==> src/sv/dex_pkg.sv <==
`timescale 1ns / 1ps
`default_nettype none
// ----------------------------------------------------------------------------
// dex_pkg
// Shared types, constants and helpers of the downward expander.
// ----------------------------------------------------------------------------
package dex_pkg;

  localparam int unsigned CfgIdxW  = 2;
  localparam int unsigned CfgDataW = 17;
  localparam int unsigned MulW     = 33;
  localparam int unsigned ProdW    = 2 * MulW;

  typedef enum logic [CfgIdxW-1:0] {
    REG_THRESHOLD = 2'd0,
    REG_RATIO     = 2'd1,
    REG_ATTACK    = 2'd2,
    REG_RELEASE   = 2'd3
  } cfg_reg_e;

  localparam logic signed [16:0] ThresholdRst = -17'sd7680;
  localparam logic [12:0]        RatioRst     = 13'd512;
  localparam logic [15:0]        AttackRst    = 16'd65388;
  localparam logic [15:0]        ReleaseRst   = 16'd65521;

  localparam logic signed [16:0] LevelFloor = -17'sd51200;
  localparam logic signed [15:0] EnvMin     = -16'sd20480;
  localparam logic [18:0]        DbPerLog2  = 19'd394566;   // 20*log10(2), Q16
  localparam logic [21:0]        Log2PerDb  = 22'd2786635;  // log2(10)/20, Q24

  typedef logic [15:0][31:0] root_tbl_t;

  function automatic logic [63:0] isqrt64(input logic [63:0] v);
    logic [63:0] rem;
    logic [63:0] r;
    logic [63:0] b;
    rem = v;
    r   = '0;
    b   = 64'h4000_0000_0000_0000;
    for (int i = 0; i < 32; i++) begin
      if (rem >= r + b) begin
        rem = rem - (r + b);
        r   = (r >> 1) + b;
      end else begin
        r = r >> 1;
      end
      b = b >> 2;
    end
    return r;
  endfunction

  // Q2.30 chain of repeated square roots of one half
  function automatic root_tbl_t root_table();
    root_tbl_t   tbl;
    logic [63:0] t;
    t = 64'd1 << 29;
    for (int k = 0; k < 16; k++) begin
      t      = isqrt64(t << 30);
      tbl[k] = t[31:0];
    end
    return tbl;
  endfunction

  localparam root_tbl_t RootTbl = root_table();

  // arithmetic right shift, rounding half away from zero
  function automatic logic signed [ProdW-1:0] rnd_shr(input logic signed [ProdW-1:0] v,
                                                      input int unsigned s);
    logic signed [ProdW-1:0] half;
    logic signed [ProdW-1:0] bias;
    half = $signed({{(ProdW-1){1'b0}}, 1'b1} << (s - 1));
    bias = v[ProdW-1] ? half - 1 : half;
    return (v + bias) >>> s;
  endfunction

endpackage
`default_nettype wire

==> src/sv/dex_if.sv <==
`timescale 1ns / 1ps
`default_nettype none
// ----------------------------------------------------------------------------
// dex_if
// Handshake channels of the downward expander: sample in, result out, config.
// ----------------------------------------------------------------------------
interface dex_in_if #(parameter int unsigned W = 24) ();
  logic                valid;
  logic                ready;
  logic signed [W-1:0] sample_in;
  modport source (output valid, output sample_in, input ready);
  modport sink   (input valid, input sample_in, output ready);
endinterface

interface dex_out_if #(parameter int unsigned W = 24) ();
  logic                valid;
  logic                ready;
  logic signed [W-1:0] sample_out;
  logic signed [15:0]  gain_db;
  modport source (output valid, output sample_out, output gain_db, input ready);
  modport sink   (input valid, input sample_out, input gain_db, output ready);
endinterface

interface dex_cfg_if import dex_pkg::*; ();
  logic                valid;
  logic                ready;
  logic [CfgIdxW-1:0]  index;
  logic [CfgDataW-1:0] data;
  modport source (output valid, output index, output data, input ready);
  modport sink   (input valid, input index, input data, output ready);
endinterface
`default_nettype wire

==> src/sv/dex_mul.sv <==
`timescale 1ns / 1ps
`default_nettype none
// ----------------------------------------------------------------------------
// dex_mul
// Shared signed multiplier with registered product.
// ----------------------------------------------------------------------------
module dex_mul import dex_pkg::*; (
  input  wire logic                    clk_i,
  input  wire logic signed [MulW-1:0]  a_i,
  input  wire logic signed [MulW-1:0]  b_i,
  output logic signed [ProdW-1:0]      prod_o
);

  logic signed [ProdW-1:0] prod_q;

  always_ff @(posedge clk_i) begin
    prod_q <= a_i * b_i;
  end

  assign prod_o = prod_q;

endmodule
`default_nettype wire

==> src/sv/downward_expander_unit.sv <==
`timescale 1ns / 1ps
`default_nettype none
// ----------------------------------------------------------------------------
// downward_expander_unit
// Downward expander with attack/release smoothed gain.
//
// in_i carries one signed sample per transfer; out_o returns the expanded
// sample and the smoothed gain in Q8.8 dB. cfg_i writes threshold, ratio,
// attack and release registers; it is always ready and must only be used
// while the unit is idle.
// One shared multiplier serves the steps after a bit-serial normalize: 16
// squaring steps for log2, level, target, smoother and dB-to-log2 steps,
// 16 root-chain steps for the linear gain and the final scale. A zero
// sample skips the normalize, log2 and level steps. in_i.ready stays low
// from the transfer until the result is registered.
// The result sits in an output register; the next sample is accepted while
// it waits, and the unit stalls in its last step only if the previous result
// has still not been taken.
// Reset restores register defaults and a 0 dB envelope; nothing is pending.
// ----------------------------------------------------------------------------
module downward_expander_unit import dex_pkg::*; #(
  parameter int unsigned SAMPLE_BITS = 24
) (
  input  wire logic  clk_i,
  input  wire logic  rst_ni,
  dex_in_if.sink     in_i,
  dex_out_if.source  out_o,
  dex_cfg_if.sink    cfg_i
);

  localparam int unsigned SB = SAMPLE_BITS;

  typedef enum logic [4:0] {
    S_IDLE, S_NORM, S_SQR, S_SQR2, S_LVL, S_LVL2, S_TGT, S_TGT2,
    S_SMOOTH, S_SMOOTH2, S_EXP, S_EXP2, S_GAIN, S_GAIN2, S_SCALE, S_MULX, S_OUT
  } state_e;

  state_e state_q;

  logic signed [16:0]    thr_q;
  logic [12:0]           ratio_q;
  logic [15:0]           att_q;
  logic [15:0]           rel_q;

  logic signed [SB-1:0]  x_q;
  logic [31:0]           y_q;
  logic [4:0]            e_q;
  logic [15:0]           frac_q;
  logic [3:0]            k_q;
  logic signed [16:0]    lvl_q;
  logic signed [23:0]    tgt_q;
  logic signed [15:0]    env_q;
  logic [4:0]            ip_q;
  logic [15:0]           fp_q;
  logic [30:0]           g_q;

  logic                  out_valid_q;
  logic signed [SB-1:0]  out_sample_q;
  logic signed [15:0]    out_gain_q;

  logic signed [MulW-1:0]  mul_a;
  logic signed [MulW-1:0]  mul_b;
  logic signed [ProdW-1:0] prod;

  logic [SB-1:0]           mag;
  logic signed [6:0]       lhi;
  logic signed [22:0]      lval;
  logic [21:0]             lneg;
  logic [15:0]             coef;
  logic signed [24:0]      ediff;
  logic [32:0]             sq;
  logic signed [ProdW-1:0] sum;
  logic signed [ProdW-1:0] env_r;
  logic signed [ProdW-1:0] e2;
  logic [20:0]             pmag;
  logic [31:0]             g_shr;
  logic signed [ProdW-1:0] y_r;
  logic                    out_free;

  dex_mul u_mul (
    .clk_i  (clk_i),
    .a_i    (mul_a),
    .b_i    (mul_b),
    .prod_o (prod)
  );

  assign in_i.ready   = (state_q == S_IDLE);
  assign cfg_i.ready  = 1'b1;
  assign out_o.valid      = out_valid_q;
  assign out_o.sample_out = out_sample_q;
  assign out_o.gain_db    = out_gain_q;
  assign out_free = !out_valid_q || out_o.ready;

  always_comb begin
    mag   = in_i.sample_in[SB-1] ? SB'(-in_i.sample_in) : in_i.sample_in;
    lhi   = $signed({2'b00, e_q}) - 7'(SB - 1);
    lval  = {lhi, frac_q};
    lneg  = 22'(-lval);
    coef  = ($signed(tgt_q) < $signed(24'(env_q))) ? att_q : rel_q;
    ediff = 25'(env_q) - 25'(tgt_q);
    sq    = prod[63:31];
    sum   = (ProdW'(tgt_q) <<< 16) + prod;
    env_r = rnd_shr(sum, 16);
    e2    = rnd_shr(prod, 16);
    pmag  = e2[ProdW-1] ? 21'(-e2) : '0;
    g_shr = (32'(g_q) >> (ip_q - 5'd1)) + 32'd1;
    y_r   = rnd_shr(prod, 30);
  end

  always_comb begin
    mul_a = '0;
    mul_b = '0;
    case (state_q)
      S_SQR: begin
        mul_a = $signed({1'b0, y_q});
        mul_b = $signed({1'b0, y_q});
      end
      S_LVL: begin
        mul_a = $signed(MulW'(lneg));
        mul_b = $signed(MulW'(DbPerLog2));
      end
      S_TGT: begin
        mul_a = MulW'(18'(thr_q) - 18'(lvl_q));
        mul_b = MulW'($signed(14'd256) - $signed({1'b0, ratio_q}));
      end
      S_SMOOTH: begin
        mul_a = $signed(MulW'(coef));
        mul_b = MulW'(ediff);
      end
      S_EXP: begin
        mul_a = MulW'(env_q);
        mul_b = $signed(MulW'(Log2PerDb));
      end
      S_GAIN: begin
        mul_a = $signed(MulW'(g_q));
        mul_b = $signed(MulW'(RootTbl[k_q]));
      end
      S_MULX, S_OUT: begin
        mul_a = MulW'(x_q);
        mul_b = $signed(MulW'(g_q));
      end
      default: begin
        mul_a = '0;
        mul_b = '0;
      end
    endcase
  end

  always_ff @(posedge clk_i or negedge rst_ni) begin
    if (!rst_ni) begin
      state_q      <= S_IDLE;
      thr_q        <= ThresholdRst;
      ratio_q      <= RatioRst;
      att_q        <= AttackRst;
      rel_q        <= ReleaseRst;
      env_q        <= '0;
      out_valid_q  <= 1'b0;
      x_q          <= '0;
      y_q          <= '0;
      e_q          <= '0;
      frac_q       <= '0;
      k_q          <= '0;
      lvl_q        <= '0;
      tgt_q        <= '0;
      ip_q         <= '0;
      fp_q         <= '0;
      g_q          <= '0;
      out_sample_q <= '0;
      out_gain_q   <= '0;
    end else begin
      if (cfg_i.valid) begin
        case (cfg_reg_e'(cfg_i.index))
          REG_THRESHOLD: thr_q   <= $signed(cfg_i.data);
          REG_RATIO:     ratio_q <= cfg_i.data[12:0];
          REG_ATTACK:    att_q   <= cfg_i.data[15:0];
          REG_RELEASE:   rel_q   <= cfg_i.data[15:0];
          default:       ;
        endcase
      end

      if (out_valid_q && out_o.ready && (state_q != S_OUT)) begin
        out_valid_q <= 1'b0;
      end

      case (state_q)
        S_IDLE: begin
          if (in_i.valid) begin
            x_q    <= in_i.sample_in;
            y_q    <= 32'(mag);
            e_q    <= 5'd31;
            frac_q <= '0;
            k_q    <= '0;
            if (mag == '0) begin
              lvl_q   <= LevelFloor;
              state_q <= S_TGT;
            end else begin
              state_q <= S_NORM;
            end
          end
        end
        S_NORM: begin
          if (y_q[31]) begin
            state_q <= S_SQR;
          end else begin
            y_q <= y_q << 1;
            e_q <= e_q - 5'd1;
          end
        end
        S_SQR: state_q <= S_SQR2;
        S_SQR2: begin
          frac_q <= {frac_q[14:0], sq[32]};
          y_q    <= sq[32] ? sq[32:1] : sq[31:0];
          k_q    <= k_q + 4'd1;
          state_q <= (k_q == 4'd15) ? S_LVL : S_SQR;
        end
        S_LVL: begin
          if (!lval[22]) begin
            lvl_q   <= '0;
            state_q <= S_TGT;
          end else begin
            state_q <= S_LVL2;
          end
        end
        S_LVL2: begin
          lvl_q   <= 17'(-((prod + ProdW'(64'd1 << 23)) >>> 24));
          state_q <= S_TGT;
        end
        S_TGT: begin
          if (lvl_q < thr_q) begin
            state_q <= S_TGT2;
          end else begin
            tgt_q   <= '0;
            state_q <= S_SMOOTH;
          end
        end
        S_TGT2: begin
          tgt_q   <= 24'(rnd_shr(prod, 8));
          state_q <= S_SMOOTH;
        end
        S_SMOOTH: state_q <= S_SMOOTH2;
        S_SMOOTH2: begin
          if (env_r > 0) begin
            env_q <= '0;
          end else if (env_r < ProdW'(EnvMin)) begin
            env_q <= EnvMin;
          end else begin
            env_q <= 16'(env_r);
          end
          state_q <= S_EXP;
        end
        S_EXP: state_q <= S_EXP2;
        S_EXP2: begin
          ip_q    <= 5'(pmag[20:16]);
          fp_q    <= pmag[15:0];
          g_q     <= 31'd1 << 30;
          k_q     <= '0;
          state_q <= S_GAIN;
        end
        S_GAIN: state_q <= S_GAIN2;
        S_GAIN2: begin
          if (fp_q[4'd15 - k_q]) begin
            g_q <= 31'((prod + ProdW'(64'd1 << 29)) >>> 30);
          end
          k_q     <= k_q + 4'd1;
          state_q <= (k_q == 4'd15) ? S_SCALE : S_GAIN;
        end
        S_SCALE: begin
          if (ip_q != '0) begin
            g_q <= 31'(g_shr >> 1);
          end
          state_q <= S_MULX;
        end
        S_MULX: state_q <= S_OUT;
        S_OUT: begin
          if (out_free) begin
            out_sample_q <= SB'(y_r);
            out_gain_q   <= env_q;
            out_valid_q  <= 1'b1;
            state_q      <= S_IDLE;
          end
        end
        default: state_q <= S_IDLE;
      endcase
    end
  end

`ifndef SYNTH
  a_env_range: assert property (@(posedge clk_i) disable iff (!rst_ni)
    (env_q <= 16'sd0) && (env_q >= EnvMin))
    else $error("envelope out of range");

  a_busy_after_accept: assert property (@(posedge clk_i) disable iff (!rst_ni)
    (in_i.valid && in_i.ready) |=> !in_i.ready)
    else $error("accepted a sample while busy");

  a_result_from_last_step: assert property (@(posedge clk_i) disable iff (!rst_ni)
    $rose(out_valid_q) |-> $past(state_q == S_OUT))
    else $error("result raised outside the final step");

  a_gain_matches_env: assert property (@(posedge clk_i) disable iff (!rst_ni)
    $rose(out_valid_q) |-> (out_gain_q == env_q))
    else $error("reported gain differs from envelope");
`endif

endmodule
`default_nettype wire
==> src/flat_wrapper.sv <==
// flat-port wrapper written by rule: the top's interface ports become plain ports
module downward_expander_unit_flat import dex_pkg::*;
#(
  parameter int unsigned SAMPLE_BITS = 24
)
  (clk_i, rst_ni, in_i_valid, in_i_sample_in, in_i_ready, out_o_valid, out_o_sample_out, out_o_gain_db, out_o_ready, cfg_i_valid, cfg_i_index, cfg_i_data, cfg_i_ready);
  dex_in_if in_i_i ();
  dex_out_if out_o_i ();
  dex_cfg_if cfg_i_i ();
  input  wire logic clk_i;
  input  wire logic rst_ni;
  input wire logic [$bits(in_i_i.valid)-1:0] in_i_valid;
  input wire logic [$bits(in_i_i.sample_in)-1:0] in_i_sample_in;
  output wire logic [$bits(in_i_i.ready)-1:0] in_i_ready;
  output wire logic [$bits(out_o_i.valid)-1:0] out_o_valid;
  output wire logic [$bits(out_o_i.sample_out)-1:0] out_o_sample_out;
  output wire logic [$bits(out_o_i.gain_db)-1:0] out_o_gain_db;
  input wire logic [$bits(out_o_i.ready)-1:0] out_o_ready;
  input wire logic [$bits(cfg_i_i.valid)-1:0] cfg_i_valid;
  input wire logic [$bits(cfg_i_i.index)-1:0] cfg_i_index;
  input wire logic [$bits(cfg_i_i.data)-1:0] cfg_i_data;
  output wire logic [$bits(cfg_i_i.ready)-1:0] cfg_i_ready;
  assign in_i_i.valid = in_i_valid;
  assign in_i_i.sample_in = in_i_sample_in;
  assign in_i_ready = in_i_i.ready;
  assign out_o_valid = out_o_i.valid;
  assign out_o_sample_out = out_o_i.sample_out;
  assign out_o_gain_db = out_o_i.gain_db;
  assign out_o_i.ready = out_o_ready;
  assign cfg_i_i.valid = cfg_i_valid;
  assign cfg_i_i.index = cfg_i_index;
  assign cfg_i_i.data = cfg_i_data;
  assign cfg_i_ready = cfg_i_i.ready;
  downward_expander_unit #(.SAMPLE_BITS(SAMPLE_BITS)) u_core (.clk_i(clk_i), .rst_ni(rst_ni), .in_i(in_i_i), .out_o(out_o_i), .cfg_i(cfg_i_i));
endmodule
==> config.mk <==
export PLATFORM = sky130hd
export DESIGN_NAME = downward_expander_unit_flat
export DESIGN_NICKNAME = d
export VERILOG_FILES = /design/src/sv/dex_pkg.sv /design/src/sv/dex_if.sv /design/src/sv/dex_mul.sv /design/src/sv/downward_expander_unit.sv /design/src/flat_wrapper.sv
export SDC_FILE = /design/constraint.sdc
export NUM_CORES = 2
export LEC_CHECK = 0
export ABC_AREA = 1
export BUFFER_PORTS_ARGS = -buffer_cell sky130_fd_sc_hd__buf_2
export CAP_MARGIN = 25
export CORE_ASPECT_RATIO = 1.1
export CORE_MARGIN = 2
export CORE_UTILIZATION = 45
export CTS_CLUSTER_SIZE = 16
export DETAILED_ROUTE_END_ITERATION = 8
export GPL_TIMING_DRIVEN = 0
export HOLD_SLACK_MARGIN = 0.05
export PLACE_DENSITY = 0.72
export SLEW_MARGIN = 20
export SYNTH_ARGS = -nofsm -noshare
export SYNTH_HDL_FRONTEND = slang
export SYNTH_SLANG_ARGS = --single-unit
==> constraint.sdc <==
create_clock -name clk_i -period 11.65 [get_ports clk_i]
set_input_delay 0.5825 -clock clk_i [delete_from_list [all_inputs] [get_ports clk_i]]
set_output_delay 0.5825 -clock clk_i [all_outputs]
set_load 0.05 [all_outputs]
## After elaboration in Yosys (flattened, before gate mapping)

Memory sizes are Yosys's and may differ from the RTL's.
Index checks and enable logic that the tools add are counted.

| word-level totals | value |
|---|---|
| register bits after elaboration | 364 |
| memory bits (read-only) | 512 |
| input bits | 48 |
| word-level logic and storage cells | 158 |
| memories kept | 1 |

| cells by class | value |
|---|---|
| $add $sub $neg | 20 |
| multipliers | 1 |
| magnitude comparators | 6 |
| eq/ne operators | 30 |
| shift operators | 1 |
| multiplexer cells | 46 |
| reduce and logical (&&, ||, !) cells | 32 |

Memories:

| memory | words | width | read ports | clocked after memory_dff | write ports | line | source |
|---|---|---|---|---|---|---|---|
| (name not given) | 16 | 32 | 1 | 0 | 0 | downward_expander_unit.sv:136 | `mul_b = $signed(MulW'(RootTbl[k_q]));` |

Operator list:

| kind | count |
|---|---|
| 33-bit case mux with 7 select lines | 2 |
| 66-bit by 17-bit adder with 66-bit output | 2 |
| 32-bit two-way mux | 4 |
| 16-bit two-way mux | 6 |
| 32-bit case mux with 3 select lines | 1 |
| 31-bit case mux with 3 select lines | 1 |
| 5-bit case mux with 17 select lines | 1 |
| 40-bit by 66-bit adder with 66-bit output | 1 |
| 33-bit by 33-bit multiplier with 66-bit output | 1 |
| 31-bit two-way mux | 2 |
| 61-bit by 30-bit adder with 61-bit output, second input constant | 1 |
| 54-bit by 31-bit adder with 54-bit output | 1 |
| 17-bit two-way mux | 3 |
| 17-bit case mux with 3 select lines | 1 |
| 50-bit by 1-bit > comparator with 1-bit output, second input constant | 1 |
| 50-bit by 16-bit less-than comparator with 1-bit output, second input constant | 1 |
| 24-bit two-way mux | 2 |
| 24-bit case mux with 2 select lines | 1 |
| 41-bit by 24-bit adder with 41-bit output, second input constant | 1 |
| 5-bit by 4-bit equality test with 1-bit output, second input constant | 8 |
| 32-bit by 1-bit adder with 32-bit output, second input constant | 1 |
| 32-bit adder | 1 |
| 16-bit case mux with 2 select lines | 1 |
| 31-bit by 5-bit >> shifter with 32-bit output | 1 |
| 48 further kinds | 91 |

## Logic depth before layout (Yosys ltp)

| depth | value |
|---|---|
| depth in word-level cells | 6 |
| gate-level depth with buffers | 53 |

## Modules after synthesis

Synthesis repeated with hierarchy kept, for this count alone.

| unflattened totals | value |
|---|---|
| cells, all modules | 10515 |
| area, all modules | 73549.3 µm² |

By module, submodules not included:

| module | instances | cells an instance | area each (µm²) | sequential area each (µm²) |
|---|---|---|---|---|
| dex_mul | 1 | 5594 | 43474.2 | 1321.3 |
| downward_expander_unit | 1 | 4921 | 30075.1 | 7495.9 |

## Least setup slack after synthesis

Ideal clock, no wire load.

| path | value |
|---|---|
| path kind | register to register |
| from | register u_core.thr_q[16] |
| to | register u_core.u_mul.prod_q[58] (netlist: u_core.u_mul.prod_o[58]) |
| library setup time | 0.138 ns |
| arrival time | 9.723 ns |
| required time | 11.512 ns |
| path slack | 1.789 ns |
| cell stages (with the launch flop) | 38 |
| buffers on the path | 2 |
| cells stage by stage | dfstp_2 > ha_1 > inv_1 > nor3_1 > nand4_1 > o221ai_1 > nand2_1 > nand3_1 > inv_1 > nor2_1 > inv_1 > a21oi_1 > clkbuf_1 > clkinv_1 > clkbuf_1 > nand2_1 > fa_1 > fa_1 > (+2 left out) > fa_1 > fa_1 > inv_1 > fa_1 > inv_1 > fa_1 > inv_1 > fa_1 > inv_1 > ha_1 > a21oi_1 > inv_1 > a21oi_1 > a21boi_0 > nor2_1 > nor3_1 > o311ai_0 > xor2_1 |

| between the ends | value |
|---|---|
| word-level cells in the longest chain between the ends | 3 |

RTL lines:

| what | line | source |
|---|---|---|
| start, declared | downward_expander_unit.sv:40 | `logic signed [16:0] thr_q;` |
| start signal, assigned | downward_expander_unit.sv:152 | `thr_q <= ThresholdRst;` |
| start signal, assigned | downward_expander_unit.sv:173 | `REG_THRESHOLD: thr_q <= $signed(cfg_i.data);` |
| 17-bit by 17-bit subtractor with 18-bit output | downward_expander_unit.sv:123 | `mul_a = MulW'(18'(thr_q) - 18'(lvl_q));` |
| 33-bit case mux with 7 select lines | downward_expander_unit.sv:113 | `case (state_q)` |
| 33-bit by 33-bit multiplier with 66-bit output | dex_mul.sv:17 | `prod_q <= a_i * b_i;` |
| end signal, assigned | dex_mul.sv:17 |  |
| end, declared | dex_mul.sv:14 | `logic signed [ProdW-1:0] prod_q;` |

Every way passes these cells.
A chain may end at the register's enable or synchronous reset.

## Final worst setup path

| path | value |
|---|---|
| from | register u_core.state_q[1] |
| to | register u_core.u_mul.prod_q[64] (netlist: u_core.u_mul.prod_o[64]) |

| between the ends | value |
|---|---|
| word-level cells in the longest chain between the ends | 4 |
| elaborated cells on any way between the ends | 12 |
| those cells by class | mul (1); eq/ne (8); mux (2); reduce/logical (1) |

RTL lines:

| what | line | source |
|---|---|---|
| start, declared | downward_expander_unit.sv:38 | `state_e state_q;` |
| start signal, assigned | downward_expander_unit.sv:214 | `state_q <= (k_q == 4'd15) ? S_LVL : S_SQR;` |
| start signal, assigned | downward_expander_unit.sv:265 | `state_q <= (k_q == 4'd15) ? S_SCALE : S_GAIN;` |
| 5-bit by 4-bit equality test with 1-bit output / 5-bit equality test (equally long branches) | downward_expander_unit.sv:113 |  |
| 2-bit OR reduction | downward_expander_unit.sv:113 |  |
| 33-bit case mux with 7 select lines | downward_expander_unit.sv:113 |  |
| 33-bit by 33-bit multiplier with 66-bit output * | dex_mul.sv:17 |  |

Every way passes the cells marked *; elsewhere a longest branch is shown, timed or not.

==> impl_summary.log <==
INFO  metric vdd_drop_max = 0.131 mV
INFO  metric cts_tree = yes
INFO  metric synth.net_count = 11,171
INFO  metric area.growth.synth_to_final = 8.15%
INFO  metric rsz0062_at_grt = true
INFO  metric synth_largest_area_cell = fa_1
INFO  metric max_stage_delay = 0.88 ns
INFO  metric worstPathArrival = 12.05 ns
INFO  metric sequential_cell_area = 8820 um^2
INFO  metric tightestPinTransition = 1.27 ns
INFO  metric cell_type_of_the_slowest_stage_on_the_worst_timing_path = nor2_1
INFO  metric grt_pass1_wl = 453,000 um
INFO  metric post_synthesis_cell_type_count = 75
INFO  metric report.final.setup_viol = 0
INFO  metric ios = 91
INFO  metric pwr_density_cell = 88.2 nW/um^2
INFO  metric multiInputGateArea = 52,500 um^2
INFO  metric sink_count = 364
INFO  metric cts-root-to-sink-buffers = 3
INFO  metric vias = 68,612
INFO  metric place_area = 73,600 um^2
INFO  metric post_synth_main_area_contributors = fa_1, nand2_1, inv_1
INFO  metric die_w = 380 um
INFO  metric postSynthCellCount = 9,603
INFO  metric drt_pass1_iterations = 6
INFO  metric hold_path_class = input pin to flip-flop
INFO  metric fin_nets = 11,369
INFO  metric worstSkewPairLatency = 0.65 ns
INFO  metric drtAntennaViolNets = 0
INFO  metric final_core_util = 49.1%
INFO  metric detail_route.iter0.violations = 7,196
INFO  metric core_region_area = 154,000 um^2
INFO  metric cp_endpoint_kind = flip-flop
INFO  metric worst-path-max-fanout = 10
INFO  metric globalRouteTotalUtil = 39.2%
INFO  metric sequential_element_share_of_the_synthesized_area = 12.6%
INFO  metric synth_top_area_share = 32.8%
INFO  metric required = 12.15 ns
INFO  metric grt_max_degree = 87
INFO  metric drv.max_cap_violation_count = 0
INFO  metric slew_violations = 0
INFO  metric drc_errors = 0
INFO  metric yosys_most_used_dff = dfrtp_1
INFO  metric buffer_ports.inserted = 89
INFO  metric final.fill_count = 15,653
INFO  metric number_of_buffers_added_by_the_clock_tree_synthesis_step = 44
INFO  metric total_leakage_power = 39.0 nW
INFO  metric mostFrequentLayoutCell = nand2_1
INFO  metric place.detailed.hpwl = 263,000 um
INFO  metric detail_route.vias_per_cell = 5.76
INFO  metric period_minus_slack = 11.55 ns
INFO  metric min_period_over_period = 99.2%
INFO  metric globalRoute.totalOverflow = 0
INFO  metric final_report_hold_violation_count = 0
INFO  metric detail_route.wirelength = 314,000 um
INFO  metric synth.ff_latch_count = 364
INFO  metric ys_async_sr_fraction = 81.9%
INFO  metric layout-drive-gt1-share = 4.91%
INFO  metric finalPower = 0.00669 W
INFO  metric avgSynthCellArea = 7.30 um^2
INFO  metric routed_wire_length_per_instance = 26.3 um
INFO  metric status = complete, no violations
INFO  metric die-height = 418 um
INFO  metric timing.hold.ws = 0.158 ns
INFO  metric detailedPlace.worstSlack = -1.35 ns
INFO  metric cts-htree-levels = 2
INFO  metric synth_enable_flop_cells = 0
INFO  metric worst_slack = 0.0965 ns
INFO  metric synth.yosys.warnings = 0
INFO  metric setup.worst_path.class = flip-flop to flip-flop
INFO  metric mappedNetlistArea = 70,100 um^2
INFO  metric ctsRootBufferMaster = clkbuf_16
INFO  metric grt_antenna_before_repair = 17
INFO  metric finalInstanceArea = 75,900 um^2
INFO  metric num_rows = 151
INFO  metric clk_pin_slew = 0.07 ns
INFO  metric routability_cong = 1.07
INFO  metric max_freq = 0.0866 GHz
INFO  metric worst_setup_path_start_kind = flip-flop
INFO  metric starting_utilization_of_the_core_area = 45.4%
INFO  metric final.setup_skew = 0.0489 ns
INFO  metric layout.cells.most_common_list = nand2_1, inv_1, fa_1
INFO  metric grt_pass1_vias = 68,723
INFO  metric max-slew-margin-rel = 12.9%
INFO  metric fp.dieArea = 159,000 um^2
==> cell usage after synthesis (18+ instances only) <==
cell type / count
o21ai_0: 503
nor4_1: 31
o211ai_1: 26
a31oi_1: 40
inv_1: 2090
xnor2_1: 40
clkbuf_1: 268
or2_2: 18
o21bai_1: 20
dfxtp_1: 66
a22oi_1: 19
nand4_1: 92
dfstp_2: 31
nand3_1: 297
nand2_1: 2385
buf_2: 43
fa_1: 1148
a21oi_1: 553
nor2_1: 705
xor2_1: 126
dfrtp_1: 267
ha_1: 372
nor3_1: 95
o221ai_1: 28
o22ai_1: 87
==> report_power, final <==
| part | internal, W | switching, W | leakage, nW |
|---|---|---|---|
| clock network | 0.000809 | 0.000635 | 0.723 |
| registers | 0.00145 | 0.000297 | 4.41 |
| logic | 0.000922 | 0.00258 | 33.8 |
| total | 0.00318 | 0.00351 | 39.0 |
==> sequential cells by signal, indices dropped and copies added (netlist names), 13 cells and up <==
signal and cells:
u_core.y_q 32, u_core.fp_q 16, u_core.rel_q 16, u_core.ratio_q 13, u_core.att_q 16, u_core.out_o.sample_out 24, u_core.thr_q 17, u_core.out_o.gain_db 16
u_core.x_q 24, u_core.env_q 16, u_core.g_q 31, u_core.frac_q 16, u_core.tgt_q 24, u_core.u_mul.prod_o 66, u_core.lvl_q 17
==> final cells by class <==
cell class,instances,share of cell area (%)
Tap cell,2065,3.41
Timing Repair Buffer,154,1.47
Inverter,2113,10.5
Clock inverter,20,0.280
Buffer,323,1.80
Sequential cell,364,11.6
Multi-Input combinational cell,6801,69.2
Clock buffer,61,1.65
Antenna cell,12,0.0396
==> final timing paths <==
kind / start / slack, ns / endpoint / depth (start not counted)
min in group asynchronous: rst_ni / 0.50 / u_core.thr_q[3] / 2
setup reg to reg: u_core.state_q[1] / 0.1 / u_core.u_mul.prod_o[64] / 37
hold / removal: cfg_i_data[16] / 0.16 / u_core.thr_q[16] / 2
setup / recovery: u_core.state_q[1] / 0.1 / u_core.u_mul.prod_o[64] / 37
hold reg to reg: u_core.out_o.sample_out[15] / 0.47 / u_core.out_o.sample_out[15] / 2
max in group asynchronous: rst_ni / 9.48 / u_core.out_o.gain_db[12] / 5
==> critical path: cells and delay by family, from the launching register on <==
family / cells / cell delay, ns
buffers and inverters: 9 / 1.88
flip-flops: 1 / 0.43
XOR/XNOR: 1 / 0.17
adder cells (fa/ha/maj): 9 / 4.61
AO/OA/AOI/OAI: 8 / 2.32
AND/OR/NAND/NOR: 10 / 1.96
==> logic make-up after synthesis <==
kind of cell	after synthesis	synth area share [%]
compound gates	1405	11.2
xor+xnor	167	2.10
fa+ha+maj	1520	39.4
buf+inv	2438	13.2
flops	364	12.6
mux	14	0.209
other cells	1	0.00535
simple gates	3694	21.4
==> timing repair <==
action	4_1_cts	5_1_grt
hold buffers	1	0
gates cloned	0	0
pin swaps	1	6
gates resized for setup	44	102
setup endpoints to repair	34	30
setup buffers	0	32
hold endpoints to repair	46	0
==> metrics by stage <==
stage,TNS (ns),std cells
finish,0,11913
global route,-0.0602,11901
CTS,0,11865
detailed placement,-17.35,11784
global placement,-33.31,11757
floorplan,0,9603
==> per-layer routing <==
layer,wire [um],up-vias,GRT usage [%]
met2,137000,4011,61.1
met4,31200,8,31.1
met5,47,-,0
met1,114000,33598,47.3
li1,-,29893,-
met3,31700,1102,8.06
No activity file was read; power rests on OpenSTA's default activity.
